--- src/adsr_envelope_generator_defines.svh ---
// assertion helpers for the envelope generator, sampled on aclk, off while aresetn is low
`ifndef ADSR_ENVELOPE_GENERATOR_DEFINES_SVH
`define ADSR_ENVELOPE_GENERATOR_DEFINES_SVH
`ifndef SYNTHESIS
`define ADSR_ASSERT_IMPL(lbl, ante, cons) \
    lbl: assert property (@(posedge aclk) disable iff (!aresetn) (ante) |-> (cons)) \
        else $error("adsr: same-cycle check failed");
`define ADSR_ASSERT_NEXT(lbl, ante, cons) \
    lbl: assert property (@(posedge aclk) disable iff (!aresetn) (ante) |=> (cons)) \
        else $error("adsr: next-cycle check failed");
`else
`define ADSR_ASSERT_IMPL(lbl, ante, cons)
`define ADSR_ASSERT_NEXT(lbl, ante, cons)
`endif
`endif

--- src/adsr_pkg.sv ---
`timescale 1ns / 1ps
`default_nettype none

package adsr_pkg;

    localparam int          SAMPLES_W = 20;
    localparam int          ADDR_W    = 4;
    localparam logic [15:0] ONE_Q15   = 16'h8000;

    localparam logic [SAMPLES_W-1:0] ATTACK_RESET  = 20'd4800;
    localparam logic [SAMPLES_W-1:0] DECAY_RESET   = 20'd4800;
    localparam logic [15:0]          SUSTAIN_RESET = 16'd22938;
    localparam logic [SAMPLES_W-1:0] RELEASE_RESET = 20'd14400;

    typedef enum logic [1:0] {
        CMD_TICK     = 2'd0,
        CMD_NOTE_ON  = 2'd1,
        CMD_NOTE_OFF = 2'd2
    } cmd_e_t;

    typedef enum logic [2:0] {
        STAGE_IDLE    = 3'd0,
        STAGE_ATTACK  = 3'd1,
        STAGE_DECAY   = 3'd2,
        STAGE_SUSTAIN = 3'd3,
        STAGE_RELEASE = 3'd4
    } stage_e_t;

    typedef enum logic [1:0] {
        REG_ATTACK  = 2'd0,
        REG_DECAY   = 2'd1,
        REG_SUSTAIN = 2'd2,
        REG_RELEASE = 2'd3
    } reg_idx_e_t;

    typedef struct packed {
        logic [SAMPLES_W-1:0] attack_samples;
        logic [SAMPLES_W-1:0] decay_samples;
        logic [15:0]          sustain_level;
        logic [SAMPLES_W-1:0] release_samples;
    } cfg_t;

    typedef struct packed {
        logic [1:0]         command;
        logic signed [15:0] source_sample;
        logic [15:0]        velocity;
    } in_beat_t;

    typedef struct packed {
        logic signed [15:0] out_sample;
        logic [15:0]        amplitude;
        logic [2:0]         stage;
        logic               is_active;
    } out_beat_t;

endpackage

`default_nettype wire

--- src/adsr_apb_regs.sv ---
`timescale 1ns / 1ps
`default_nettype none

module adsr_apb_regs
    import adsr_pkg::*;
(
    input  wire logic              aclk,
    input  wire logic              aresetn,
    input  wire logic              psel,
    input  wire logic              penable,
    input  wire logic              pwrite,
    input  wire logic [ADDR_W-1:0] paddr,
    input  wire logic [31:0]       pwdata,
    output logic      [31:0]       prdata,
    output logic                   pready,
    output cfg_t                   cfg
);

    cfg_t       cfg_reg;
    cfg_t       cfg_next;
    reg_idx_e_t reg_idx;

    assign reg_idx = reg_idx_e_t'(paddr[3:2]);
    assign pready  = 1'b1;
    assign cfg     = cfg_reg;

    always_comb begin
        cfg_next = cfg_reg;
        if (psel && penable && pwrite) begin
            unique case (reg_idx)
                REG_ATTACK:  cfg_next.attack_samples  = pwdata[SAMPLES_W-1:0];
                REG_DECAY:   cfg_next.decay_samples   = pwdata[SAMPLES_W-1:0];
                REG_SUSTAIN: cfg_next.sustain_level   = pwdata[15:0];
                REG_RELEASE: cfg_next.release_samples = pwdata[SAMPLES_W-1:0];
                default: ;
            endcase
        end
    end

    always_comb begin
        unique case (reg_idx)
            REG_ATTACK:  prdata = 32'(cfg_reg.attack_samples);
            REG_DECAY:   prdata = 32'(cfg_reg.decay_samples);
            REG_SUSTAIN: prdata = 32'(cfg_reg.sustain_level);
            REG_RELEASE: prdata = 32'(cfg_reg.release_samples);
            default:     prdata = '0;
        endcase
    end

    always_ff @(posedge aclk) begin
        if (!aresetn) begin
            cfg_reg.attack_samples  <= ATTACK_RESET;
            cfg_reg.decay_samples   <= DECAY_RESET;
            cfg_reg.sustain_level   <= SUSTAIN_RESET;
            cfg_reg.release_samples <= RELEASE_RESET;
        end else begin
            cfg_reg <= cfg_next;
        end
    end

endmodule

`default_nettype wire

--- src/adsr_div.sv ---
`timescale 1ns / 1ps
`default_nettype none

module adsr_div
    import adsr_pkg::*;
#(
    parameter int DIVIDEND_W = 35,
    parameter int DIVISOR_W  = 20
) (
    input  wire logic                  aclk,
    input  wire logic                  aresetn,
    input  wire logic                  start,
    input  wire logic [DIVIDEND_W-1:0] dividend,
    input  wire logic [DIVISOR_W-1:0]  divisor,
    output logic                       done,
    output logic      [DIVIDEND_W-1:0] quotient
);

    localparam int CNT_W = $clog2(DIVIDEND_W + 1);

    logic                  busy_reg, busy_next;
    logic                  done_reg, done_next;
    logic [CNT_W-1:0]      cnt_reg, cnt_next;
    logic [DIVISOR_W-1:0]  rem_reg, rem_next;
    logic [DIVIDEND_W-1:0] quo_reg, quo_next;
    logic [DIVISOR_W-1:0]  dvs_reg, dvs_next;
    logic [DIVISOR_W:0]    trial;
    logic [DIVISOR_W:0]    diff;
    logic                  fits;

    // restoring long division, one quotient bit per cycle, msb first
    assign trial = {rem_reg, quo_reg[DIVIDEND_W-1]};
    assign diff  = trial - {1'b0, dvs_reg};
    assign fits  = trial >= {1'b0, dvs_reg};

    always_comb begin
        busy_next = busy_reg;
        done_next = 1'b0;
        cnt_next  = cnt_reg;
        rem_next  = rem_reg;
        quo_next  = quo_reg;
        dvs_next  = dvs_reg;
        if (start) begin
            busy_next = 1'b1;
            cnt_next  = CNT_W'(DIVIDEND_W);
            rem_next  = '0;
            quo_next  = dividend;
            dvs_next  = divisor;
        end else if (busy_reg) begin
            rem_next = fits ? diff[DIVISOR_W-1:0] : trial[DIVISOR_W-1:0];
            quo_next = {quo_reg[DIVIDEND_W-2:0], fits};
            cnt_next = cnt_reg - CNT_W'(1);
            if (cnt_reg == CNT_W'(1)) begin
                busy_next = 1'b0;
                done_next = 1'b1;
            end
        end
    end

    always_ff @(posedge aclk) begin
        if (!aresetn) begin
            busy_reg <= 1'b0;
            done_reg <= 1'b0;
            cnt_reg  <= '0;
        end else begin
            busy_reg <= busy_next;
            done_reg <= done_next;
            cnt_reg  <= cnt_next;
        end
    end

    always_ff @(posedge aclk) begin
        rem_reg <= rem_next;
        quo_reg <= quo_next;
        dvs_reg <= dvs_next;
    end

    assign done     = done_reg;
    assign quotient = quo_reg;

endmodule

`default_nettype wire

--- src/adsr_envelope_generator.sv ---
`timescale 1ns / 1ps
`default_nettype none
`include "adsr_envelope_generator_defines.svh"

// Linear ADSR envelope on Q1.15 amplitudes (0x8000 is full scale). Each input beat
// is a note-on, a note-off or a sample tick; only ticks produce an output beat,
// carrying source*amplitude*velocity>>30 together with the new amplitude, stage and
// active flag. Note-on and note-off beats are absorbed in the cycle they are taken.
// A tick while the envelope is idle goes straight to the emit state, with s_ready
// low until its result has been issued. A tick in any other stage runs one product
// through the shared multiplier, one restoring division by the stage length (one
// quotient bit per cycle), then two more passes through the multiplier for the output
// gain: s_ready stays low from acceptance until the result is issued, and m_valid
// rises as s_ready returns high, so no new beat is taken while a tick is in flight.
// The dividend is DW = max(COUNT_BITS + 15, 35) bits wide. A result still
// waiting on m_ready holds the block until it is taken. Stage lengths and sustain
// level are set over the APB port (attack 0x0, decay 0x4, sustain 0x8, release 0xC);
// the user is to write them between notes, which the block itself does not enforce.
module adsr_envelope_generator
    import adsr_pkg::*;
#(
    parameter int COUNT_BITS = 20
) (
    input  wire logic              aclk,
    input  wire logic              aresetn,
    input  wire logic              s_valid,
    output logic                   s_ready,
    input  wire in_beat_t          s_data,
    output logic                   m_valid,
    input  wire logic              m_ready,
    output out_beat_t              m_data,
    input  wire logic              psel,
    input  wire logic              penable,
    input  wire logic              pwrite,
    input  wire logic [ADDR_W-1:0] paddr,
    input  wire logic [31:0]       pwdata,
    output logic      [31:0]       prdata,
    output logic                   pready
);

    localparam int MW   = (COUNT_BITS > 31) ? COUNT_BITS : 31;
    localparam int PW   = MW + 18;
    localparam int DW   = (COUNT_BITS + 15 > 35) ? COUNT_BITS + 15 : 35;
    localparam int CMPW = (COUNT_BITS > SAMPLES_W) ? COUNT_BITS : SAMPLES_W;

    typedef enum logic [5:0] {
        SEQ_IDLE  = 6'b000001,
        SEQ_PROD  = 6'b000010,
        SEQ_DIV   = 6'b000100,
        SEQ_GAIN  = 6'b001000,
        SEQ_SCALE = 6'b010000,
        SEQ_EMIT  = 6'b100000
    } seq_e_t;

    cfg_t cfg;

    seq_e_t                 seq_reg, seq_next;
    stage_e_t               stage_reg, stage_next;
    logic [15:0]            amp_reg, amp_next;
    logic [15:0]            gain_reg, gain_next;
    logic [15:0]            atk_start_reg, atk_start_next;
    logic [15:0]            rel_start_reg, rel_start_next;
    logic [COUNT_BITS-1:0]  cnt_reg, cnt_next;
    logic                   active_reg, active_next;
    logic signed [15:0]     sample_reg, sample_next;
    logic signed [PW-1:0]   prod_reg, prod_next;
    logic                   m_valid_reg, m_valid_next;
    out_beat_t              m_data_reg, m_data_next;

    logic [15:0]            eff_sus;
    logic [15:0]            diff_a;
    logic [15:0]            diff_d;
    logic [CMPW-1:0]        cnt_ext;
    logic [CMPW-1:0]        rel_left;
    logic                   cnt_ge_d;
    logic                   cnt_lt_r;
    logic [COUNT_BITS-1:0]  cnt_inc;

    logic signed [16:0]     mul_a;
    logic [MW-1:0]          mul_b_u;
    logic signed [MW:0]     mul_b;
    logic signed [PW-1:0]   prod_full;

    logic                   div_start;
    logic                   div_done;
    logic [SAMPLES_W-1:0]   div_divisor;
    logic [DW-1:0]          quo;

    adsr_apb_regs u_regs (
        .aclk    (aclk),
        .aresetn (aresetn),
        .psel    (psel),
        .penable (penable),
        .pwrite  (pwrite),
        .paddr   (paddr),
        .pwdata  (pwdata),
        .prdata  (prdata),
        .pready  (pready),
        .cfg     (cfg)
    );

    adsr_div #(
        .DIVIDEND_W (DW),
        .DIVISOR_W  (SAMPLES_W)
    ) u_div (
        .aclk     (aclk),
        .aresetn  (aresetn),
        .start    (div_start),
        .dividend (prod_full[DW-1:0]),
        .divisor  (div_divisor),
        .done     (div_done),
        .quotient (quo)
    );

    assign eff_sus  = (cfg.sustain_level > ONE_Q15) ? ONE_Q15 : cfg.sustain_level;
    assign diff_a   = ONE_Q15 - atk_start_reg;
    // decay always starts from full scale
    assign diff_d   = ONE_Q15 - eff_sus;
    assign cnt_ext  = CMPW'(cnt_reg);
    assign rel_left = CMPW'(cfg.release_samples) - cnt_ext;
    assign cnt_ge_d = cnt_ext >= CMPW'(cfg.decay_samples);
    assign cnt_lt_r = cnt_ext < CMPW'(cfg.release_samples);
    assign cnt_inc  = (&cnt_reg) ? cnt_reg : cnt_reg + COUNT_BITS'(1);

    // shared multiplier operands
    always_comb begin
        mul_a       = '0;
        mul_b_u     = '0;
        div_divisor = cfg.decay_samples;
        unique case (seq_reg)
            SEQ_PROD: begin
                unique case (stage_reg)
                    STAGE_ATTACK: begin
                        mul_a       = $signed({1'b0, diff_a});
                        mul_b_u     = MW'(cnt_reg);
                        div_divisor = cfg.attack_samples;
                    end
                    STAGE_DECAY: begin
                        mul_a   = $signed({1'b0, diff_d});
                        mul_b_u = MW'(cnt_reg);
                    end
                    STAGE_RELEASE: begin
                        mul_a       = $signed({1'b0, rel_start_reg});
                        mul_b_u     = cnt_lt_r ? MW'(rel_left) : '0;
                        div_divisor = cfg.release_samples;
                    end
                    default: ;
                endcase
            end
            SEQ_GAIN: begin
                mul_a   = $signed({1'b0, amp_reg});
                mul_b_u = MW'(gain_reg);
            end
            SEQ_SCALE: begin
                mul_a   = $signed({sample_reg[15], sample_reg});
                mul_b_u = MW'(prod_reg[30:0]);
            end
            default: ;
        endcase
    end

    assign mul_b     = $signed({1'b0, mul_b_u});
    assign prod_full = mul_a * mul_b;

    assign s_ready = (seq_reg == SEQ_IDLE);

    always_comb begin
        seq_next       = seq_reg;
        stage_next     = stage_reg;
        amp_next       = amp_reg;
        gain_next      = gain_reg;
        atk_start_next = atk_start_reg;
        rel_start_next = rel_start_reg;
        cnt_next       = cnt_reg;
        active_next    = active_reg;
        sample_next    = sample_reg;
        prod_next      = prod_reg;
        m_valid_next   = m_valid_reg;
        m_data_next    = m_data_reg;
        div_start      = 1'b0;

        if (m_valid_reg && m_ready) begin
            m_valid_next = 1'b0;
        end

        unique case (seq_reg)
            SEQ_IDLE: begin
                if (s_valid) begin
                    unique case (cmd_e_t'(s_data.command))
                        CMD_TICK: begin
                            sample_next = s_data.source_sample;
                            seq_next    = (stage_reg == STAGE_IDLE) ? SEQ_EMIT : SEQ_PROD;
                        end
                        CMD_NOTE_ON: begin
                            gain_next      = (s_data.velocity > ONE_Q15) ? ONE_Q15
                                                                         : s_data.velocity;
                            stage_next     = STAGE_ATTACK;
                            atk_start_next = amp_reg;
                            cnt_next       = '0;
                            active_next    = 1'b1;
                        end
                        CMD_NOTE_OFF: begin
                            rel_start_next = (stage_reg == STAGE_SUSTAIN) ? eff_sus : amp_reg;
                            stage_next     = STAGE_RELEASE;
                            cnt_next       = '0;
                        end
                        default: ;
                    endcase
                end
            end
            SEQ_PROD: begin
                div_start = 1'b1;
                seq_next  = SEQ_DIV;
            end
            SEQ_DIV: begin
                if (div_done) begin
                    seq_next = SEQ_GAIN;
                    unique case (stage_reg)
                        STAGE_ATTACK: begin
                            if (cfg.attack_samples == '0 || quo >= DW'(diff_a)) begin
                                amp_next   = ONE_Q15;
                                stage_next = STAGE_DECAY;
                                cnt_next   = '0;
                            end else begin
                                amp_next = atk_start_reg + quo[15:0];
                                cnt_next = cnt_inc;
                            end
                        end
                        STAGE_DECAY: begin
                            if (cfg.decay_samples == '0 || cnt_ge_d) begin
                                amp_next   = eff_sus;
                                stage_next = STAGE_SUSTAIN;
                            end else begin
                                amp_next = (quo > DW'(ONE_Q15)) ? 16'd0 : ONE_Q15 - quo[15:0];
                                cnt_next = cnt_inc;
                            end
                        end
                        STAGE_SUSTAIN: begin
                            amp_next = eff_sus;
                            cnt_next = cnt_inc;
                        end
                        STAGE_RELEASE: begin
                            if (cfg.release_samples == '0 || !cnt_lt_r) begin
                                amp_next    = '0;
                                stage_next  = STAGE_IDLE;
                                active_next = 1'b0;
                            end else begin
                                amp_next = quo[15:0];
                                cnt_next = cnt_inc;
                            end
                        end
                        default: amp_next = '0;
                    endcase
                end
            end
            SEQ_GAIN: begin
                prod_next = prod_full;
                seq_next  = SEQ_SCALE;
            end
            SEQ_SCALE: begin
                prod_next = prod_full;
                seq_next  = SEQ_EMIT;
            end
            SEQ_EMIT: begin
                if (!m_valid_reg || m_ready) begin
                    m_valid_next           = 1'b1;
                    // floor shift by 30 is the bit slice of the signed product
                    m_data_next.out_sample = (stage_reg == STAGE_IDLE) ? 16'sd0
                                                                       : prod_reg[45:30];
                    m_data_next.amplitude  = amp_reg;
                    m_data_next.stage      = stage_reg;
                    m_data_next.is_active  = active_reg;
                    seq_next               = SEQ_IDLE;
                end
            end
            default: seq_next = SEQ_IDLE;
        endcase
    end

    always_ff @(posedge aclk) begin
        if (!aresetn) begin
            seq_reg       <= SEQ_IDLE;
            stage_reg     <= STAGE_IDLE;
            amp_reg       <= '0;
            gain_reg      <= ONE_Q15;
            atk_start_reg <= '0;
            rel_start_reg <= '0;
            cnt_reg       <= '0;
            active_reg    <= 1'b0;
            m_valid_reg   <= 1'b0;
        end else begin
            seq_reg       <= seq_next;
            stage_reg     <= stage_next;
            amp_reg       <= amp_next;
            gain_reg      <= gain_next;
            atk_start_reg <= atk_start_next;
            rel_start_reg <= rel_start_next;
            cnt_reg       <= cnt_next;
            active_reg    <= active_next;
            m_valid_reg   <= m_valid_next;
        end
    end

    always_ff @(posedge aclk) begin
        sample_reg <= sample_next;
        prod_reg   <= prod_next;
        m_data_reg <= m_data_next;
    end

    assign m_valid = m_valid_reg;
    assign m_data  = m_data_reg;

    `ADSR_ASSERT_IMPL(a_amp_bound, 1'b1, amp_reg <= ONE_Q15)
    `ADSR_ASSERT_IMPL(a_inactive_stage, !active_reg, stage_reg == STAGE_IDLE || stage_reg == STAGE_RELEASE)
    `ADSR_ASSERT_NEXT(a_tick_blocks, s_valid && s_ready && s_data.command == CMD_TICK, !s_ready)
    `ADSR_ASSERT_IMPL(a_done_in_div, div_done, seq_reg == SEQ_DIV)

endmodule

`default_nettype wire
--- config.mk ---
export PLATFORM = sky130hd
export DESIGN_NAME = adsr_envelope_generator
export DESIGN_NICKNAME = d
export VERILOG_FILES = /design/src/adsr_pkg.sv /design/src/adsr_apb_regs.sv /design/src/adsr_div.sv /design/src/adsr_envelope_generator.sv
export VERILOG_INCLUDE_DIRS = /design/src /design/src/src
export SDC_FILE = /design/constraint.sdc
export NUM_CORES = 2
export LEC_CHECK = 0
export BUFFER_PORTS_ARGS = -buffer_cell sky130_fd_sc_hd__buf_4
export CORE_ASPECT_RATIO = 0.9
export CORE_MARGIN = 2
export CORE_UTILIZATION = 30
export DETAILED_ROUTE_END_ITERATION = 16
export GPL_ROUTABILITY_DRIVEN = 0
export PLACE_DENSITY_LB_ADDON = 0.3
export SLEW_MARGIN = 20
export SYNTH_ARGS = -nofsm -noshare
export SYNTH_HDL_FRONTEND = slang
export SYNTH_SLANG_ARGS = --single-unit
export TNS_END_PERCENT = 30
--- constraint.sdc ---
create_clock -name aclk -period 8.05 [get_ports aclk]
set_input_delay 0.4025 -clock aclk [delete_from_list [all_inputs] [get_ports aclk]]
set_output_delay 0.4025 -clock aclk [all_outputs]
set_load 0.01 [all_outputs]
# --- Yosys cells after proc, flatten, opt, wreduce, memory -nomap -nowiden ---
# Cells that the tools add are included.
op_classes:
  add_sub_neg: 8
  n_mul: 1
  order_cmp: 7
  n_eq_ne: 32
  muxes: 58
  bitwise_logic: 2
  reduce_logical: 36
op_table:
  columns: ["cell", "count"]
  rows:
  - ["two-way mux 20 bit", 10]
  - ["one-hot mux 32 bit (4 select lines)", 1]
  - ["one-hot mux 20 bit (2 select lines)", 3]
  - ["two-way mux 16 bit", 7]
  - ["one-hot mux 31 bit (3 select lines)", 1]
  - ["one-hot mux 20 bit (4 select lines)", 1]
  - ["two-way mux 35 bit", 2]
  - ["one-hot mux 16 bit (4 select lines)", 1]
  - ["zero test 20 bit", 3]
  - ["one-hot mux 17 bit (3 select lines)", 1]
  - ["one-hot mux 16 bit (3 select lines)", 1]
  - ["subtractor 16 bit (first input constant)", 3]
  - ["multiplier 17 x 32 -> 46 bit", 1]
  - ["two-way mux 6 bit", 7]
  - ["subtractor 20 bit", 2]
  - ["one-hot mux 6 bit (6 select lines)", 1]
  - ["greater-or-equal comparator 35 x 16 -> 1 bit", 1]
  - ["greater-than comparator 35 x 16 -> 1 bit (second input constant)", 1]
  - ["greater-than comparator 16 bit (second input constant)", 2]
  - ["greater-or-equal comparator 21 x 20 -> 1 bit", 1]
  - ["adder 20 x 1 -> 20 bit (second input constant)", 1]
  - ["greater-or-equal comparator 20 bit", 1]
  - ["less-than comparator 20 bit", 1]
  - ["AND reduction 20 bit", 1]
  - ["other kinds (39)", 90]
totals:
  register_bits: 352
  input_bits: 77
  output_inout_bits: 71
  elab_cells: 170

# --- Logic depth before layout (Yosys ltp) ---
depth:
  depth_word: 7
  mapped_depth: 37
  depth_no_buf: 36

# --- By module ---
# A second synthesis with hierarchy kept.
hier_totals:
  cells_unflattened: 4046
  area_unflattened_um2: 36588.8
modules_own_cells:
  columns: ["mod", "instances", "cells_per_inst", "area_each_um2", "seq_area_each_um2"]
  rows:
  - ["adsr_envelope_generator", 1, 3289, 28579.9, 4844.6]
  - ["adsr_div", 1, 415, 4534.3, 2212.1]
  - ["adsr_apb_regs", 1, 342, 3474.6, 1521.5]

# --- Worst setup path before layout ---
# Ideal clock, no wire load.
synth_path:
  path_kind: "register -> register"
  from: "register cnt_reg[7] (netlist: cnt_ext[7])"
  to: "register prod_reg[36], data pin"
  arrival_time_ns: 8.689
  required_ns: 7.792
  path_slack_ns: -0.897
  path_stages_with_launch: 29
  cell_sequence: "dfxtp_1 clkbuf_1 inv_1 ha_1 or4_1 o21ai_0 a211oi_1 o211a_1 or4_1 a31oi_1 nor2_1 fa_1 inv_1 fa_1 fa_1 inv_1 fa_1 fa_1 fa_1 ha_1 nand3_1 or3_1 o21a_1 o41ai_1 a31oi_1 o21bai_1 a21o_1 a21oi_1 xnor2_1"
synth_via:
  elab_chain_cells: 5
synth_lines:
  columns: ["item", "line_no", "rtl"]
  rows:
  - ["start: declaration", "adsr_envelope_generator.sv:63", "logic [COUNT_BITS-1:0] cnt_reg, cnt_next;"]
  - ["start signal: assignment", "adsr_envelope_generator.sv:298", "cnt_reg <= cnt_next;"]
  - ["subtractor 20 bit or less-than comparator 20 bit (tied branches)", "adsr_envelope_generator.sv:120, adsr_envelope_generator.sv:122", null]
  - ["two-way mux 20 bit", "adsr_envelope_generator.sv:144", "mul_b_u = cnt_lt_r ? MW'(rel_left) : '0;"]
  - ["one-hot mux 20 bit (2 select lines) (*)", "adsr_envelope_generator.sv:132", "unique case (stage_reg)"]
  - ["one-hot mux 31 bit (3 select lines) (*)", "adsr_envelope_generator.sv:130", "unique case (seq_reg)"]
  - ["multiplier 17 x 32 -> 46 bit (*)", "adsr_envelope_generator.sv:163", "assign prod_full = mul_a * mul_b;"]
  - ["named net prod_full[36]", "adsr_envelope_generator.sv:82", "logic signed [PW-1:0] prod_full;"]
  - ["end signal: assignment", "adsr_envelope_generator.sv:306", "prod_reg <= prod_next;"]
  - ["end: declaration", "adsr_envelope_generator.sv:66", "logic signed [PW-1:0] prod_reg, prod_next;"]
# Mark *: on every way through the listed nets, which the timed path passes. The rest lies on a longest branch.
# A chain may end at the register's enable or synchronous reset.

# --- Worst setup path after layout ---
layout_path:
  from: "register u_regs.cfg_reg, in the netlist u_regs.cfg[0]"
  to: "register prod_reg[43], data pin"
layout_via:
  elab_chain_cells: 5
layout_lines:
  columns: ["item", "line_no", "rtl"]
  rows:
  - ["start: declaration", "adsr_apb_regs.sv:19", "cfg_t cfg_reg;"]
  - ["start signal: assignment", "adsr_apb_regs.sv:57", "cfg_reg <= cfg_next;"]
  - ["subtractor 20 bit or less-than comparator 20 bit (tied branches)", "adsr_envelope_generator.sv:120, adsr_envelope_generator.sv:122", null]
  - ["two-way mux 20 bit (*)", "adsr_envelope_generator.sv:144", null]
  - ["one-hot mux 20 bit (2 select lines) (*)", "adsr_envelope_generator.sv:132", null]
  - ["one-hot mux 31 bit (3 select lines) (*)", "adsr_envelope_generator.sv:130", null]
  - ["multiplier 17 x 32 -> 46 bit (*)", "adsr_envelope_generator.sv:163", null]
  - ["named net prod_full[43]", "adsr_envelope_generator.sv:82", null]
# Marks and branches as above.

==> qor.yml <==
crit_slowest_cell: "fa_1"
multi_input_area_mm2: 0.0262
holdWs_ps: 65.5
drv_cap: 0
worst_pin_slew_ps: 1150
p_per_area_mw_per_mm2: 105
critPathKind: "register to register"
p_int_mw: 3.43
syn-cell-area_mm2: 0.0362
yosysTopAreaCellShare_pct: 24.2
ys_ff_latch: 352
grt_pass1_wl_mm: 208
finClkSkew_ps: 31.2
design_area_mm2: 0.0473
reg2reg_depth: 37
ys.flop_type: "dfxtp_1"
grt-ovfl-total: 0
firstDrtPassIters: 7
setup_violations: 35
syn_avg_cell_area_um2: 8.70
whs_path_depth: 3
cp_data_arrival_time_ps: 8930
core-area_mm2: 0.119
synthArstFlopShare_pct: 0
rows: 120
grt_max_degree: 82
ys_seq_area_share_pct: 23.7
via_count: 33300
finalWorstSetupSlack_ps: -546
wire_per_inst_um: 21.2
drive_gt1_share_pct: 24.6
synth_edf_count: 153
clock_latency_ps: 600
die-area_mm2: 0.123
clock_path_buffers: 3
drc_errors: 0
yosysMostFrequentCell: "nand2_1"
pin_count: 148
cp_slowest_stage_delay_ps: 570
cp.required_ps: 8380
synthesis.instances: 4159
via_per_inst: 5.17
first_iter_violations: 3194
end_kind: "register"
drt_wl_total_mm: 137
start_kind: "register"
yosys-top-cells-count: "nand2_1 (598), inv_1 (567), nor2_1 (474)"
grt_usage_pct: 22.0
fin_crit_sh_pct: 107
start_util_pct: 30.3
status: "finished with violations"
final-max-slew-violation-count: 0
total_power_mw: 4.98
yosysUniqueCellTypes: 81
p_switching_mw: 1.54
pwr-share-comb_pct: 20.9
violations: "negative setup slack"
ys_warn_count: 0
yosys-top-cells-area: "fa_1 (24%), edfxtp_1 (13%), dfxtp_1 (11%), ha_1 (8.2%), nand2_1 (6.2%)"
worstHoldPathType: "primary input to register"
placed_area_mm2: 0.0437
io_buffers: 120
slew_headroom_pct: 23.4
p_leak_nw: 20.8
hold_viol: 0
grt_setup_unrepaired: "true"
dieHeight_um: 334
htree_levels: 2
yosysTopAreaCell: "fa_1"
hpwlAfterDp_mm: 108
p_clk_share_pct: 37.8
clkSinkCount: 352
cts_tree: "yes"
cts.reportedPaths.clkPinSlew_ps: 60
swShare_pct: 31.0
fmaxAchievable_mhz: 116
final_antenna_net_count: 0
seqCellArea_mm2: 0.00859
critPathMaxFanout: 7
grt_pass1_vias: 33000
fillerInstances: 12000
die_w_um: 370
finalCriticalPeriod_ps: 8600
nets: 5583
largest_reg_flops: 76
cts_buffers: 41
area_growth_pct: 30.6
power_frac_seq_pct: 41.3
cts-root-buf: "clkbuf_16"
antenna_found_initial: 4
ir_drop_uv: 141
final cells by class:
| type | instances | share of cell area [%] |
|---|---|---|
| well taps | 1586 | 4.20 |
| clock inverters | 27 | 0.508 |
| repair buffers | 830 | 15.0 |
| inverters | 567 | 4.51 |
| clock buffers | 47 | 2.26 |
| diodes | 2 | 0.0106 |
| multi-input cells | 3039 | 55.3 |
| flip-flops and latches | 352 | 18.2 |
cell usage in the layout (no fill, tap or decap), types with 24 or more instances in the layout:
| cell type | instances |
|---|---|
| inv_2 | 32 |
| o211ai_1 | 36 |
| ha_1 | 212 |
| inv_1 | 534 |
| nand2_1 | 586 |
| o21ai_0 | 100 |
| a211oi_1 | 32 |
| a21o_1 | 54 |
| nand4_1 | 27 |
| buf_12 | 53 |
| buf_4 | 726 |
| nand2b_1 | 55 |
| fa_2 | 30 |
| nor3_1 | 56 |
| buf_6 | 31 |
| o21a_1 | 24 |
| clkbuf_16 | 41 |
| nor4_1 | 30 |
| a22oi_1 | 53 |
| nand3_1 | 57 |
| nor2b_1 | 39 |
| dfxtp_1 | 190 |
| nor2_1 | 449 |
| edfxtp_1 | 153 |
| a21oi_1 | 191 |
| xnor2_1 | 58 |
| and2_1 | 25 |
| xor2_1 | 32 |
| fa_1 | 407 |
kinds of logic (layout without fill, tap and decap cells):
| kind of cell | Yosys count | in the layout | synth area share, % |
|---|---|---|---|
| AND/OR/NAND/NOR | 1464 | 1464 | 17.7 |
| buffers and inverters | 779 | 1471 | 8.33 |
| AO/OA/AOI/OAI | 747 | 747 | 13.8 |
| adder cells (fa/ha/maj) | 675 | 675 | 32.4 |
| flip-flops | 352 | 352 | 23.7 |
| XOR/XNOR | 111 | 111 | 2.69 |
| multiplexers | 29 | 29 | 1.37 |
| other | 2 | 15 | 0.0207 |
power groups by stage:
stage          Clock (mW)  Sequential [mW]  Combinational, mW
4_1_cts              1.91             2.05               1.03
3_5_place_dp            0             2.09               1.00
2_1_floorplan           0             2.07              0.679
3_3_place_gp            0             2.09              0.995
5_1_grt              1.97             2.06               1.15
6_report             1.88             2.05               1.04
per-layer routing:
metal	GRT usage, %	vias to the layer above	wire [um]
met3	4.18	212	12400
met4	5.42	2	3780
met1	32.4	16600	61700
li1	-	15100	-
met5	0	-	13
met2	32.8	1446	59100
final timing paths:
check                start            to  slack [ps]
max reg2reg  u_regs.cfg[0]  prod_reg[43]        -550
min              s_data[9]   gain_reg[9]          70
max          u_regs.cfg[0]  prod_reg[43]        -550
min reg2reg    gain_reg[6]   gain_reg[6]         450
worst max-delay path, delay by kind of cell, from the launching register on:
| kind | cells | cell delay, ps |
|---|---|---|
| xor+xnor | 2 | 310 |
| simple gates | 3 | 280 |
| flops | 1 | 330 |
| compound gates | 13 | 2600 |
| buf+inv | 10 | 1140 |
| fa+ha+maj | 9 | 3670 |
metrics by stage:
stage,utilization [%],setup WS (ps),instances,TNS (ps)
6_report,39.6,-546,6450,-9920
5_1_grt,39.6,-845,6448,-21360
4_1_cts,38.9,-459,6412,-6540
3_5_place_dp,36.6,-966,6265,-22670
3_3_place_gp,36.6,-944,6265,-20260
2_1_floorplan,-,-170,4170,-584
what timing repair did:
action,4_1_cts,5_1_grt
cloned,2,0
setup endpoints to repair,52,55
setup buffers,59,36
resized for setup,132,147
hold buffers,16,0
pin swaps,60,97
hold endpoints to repair,16,0
Note: power is estimated with default switching activity, not from simulation.
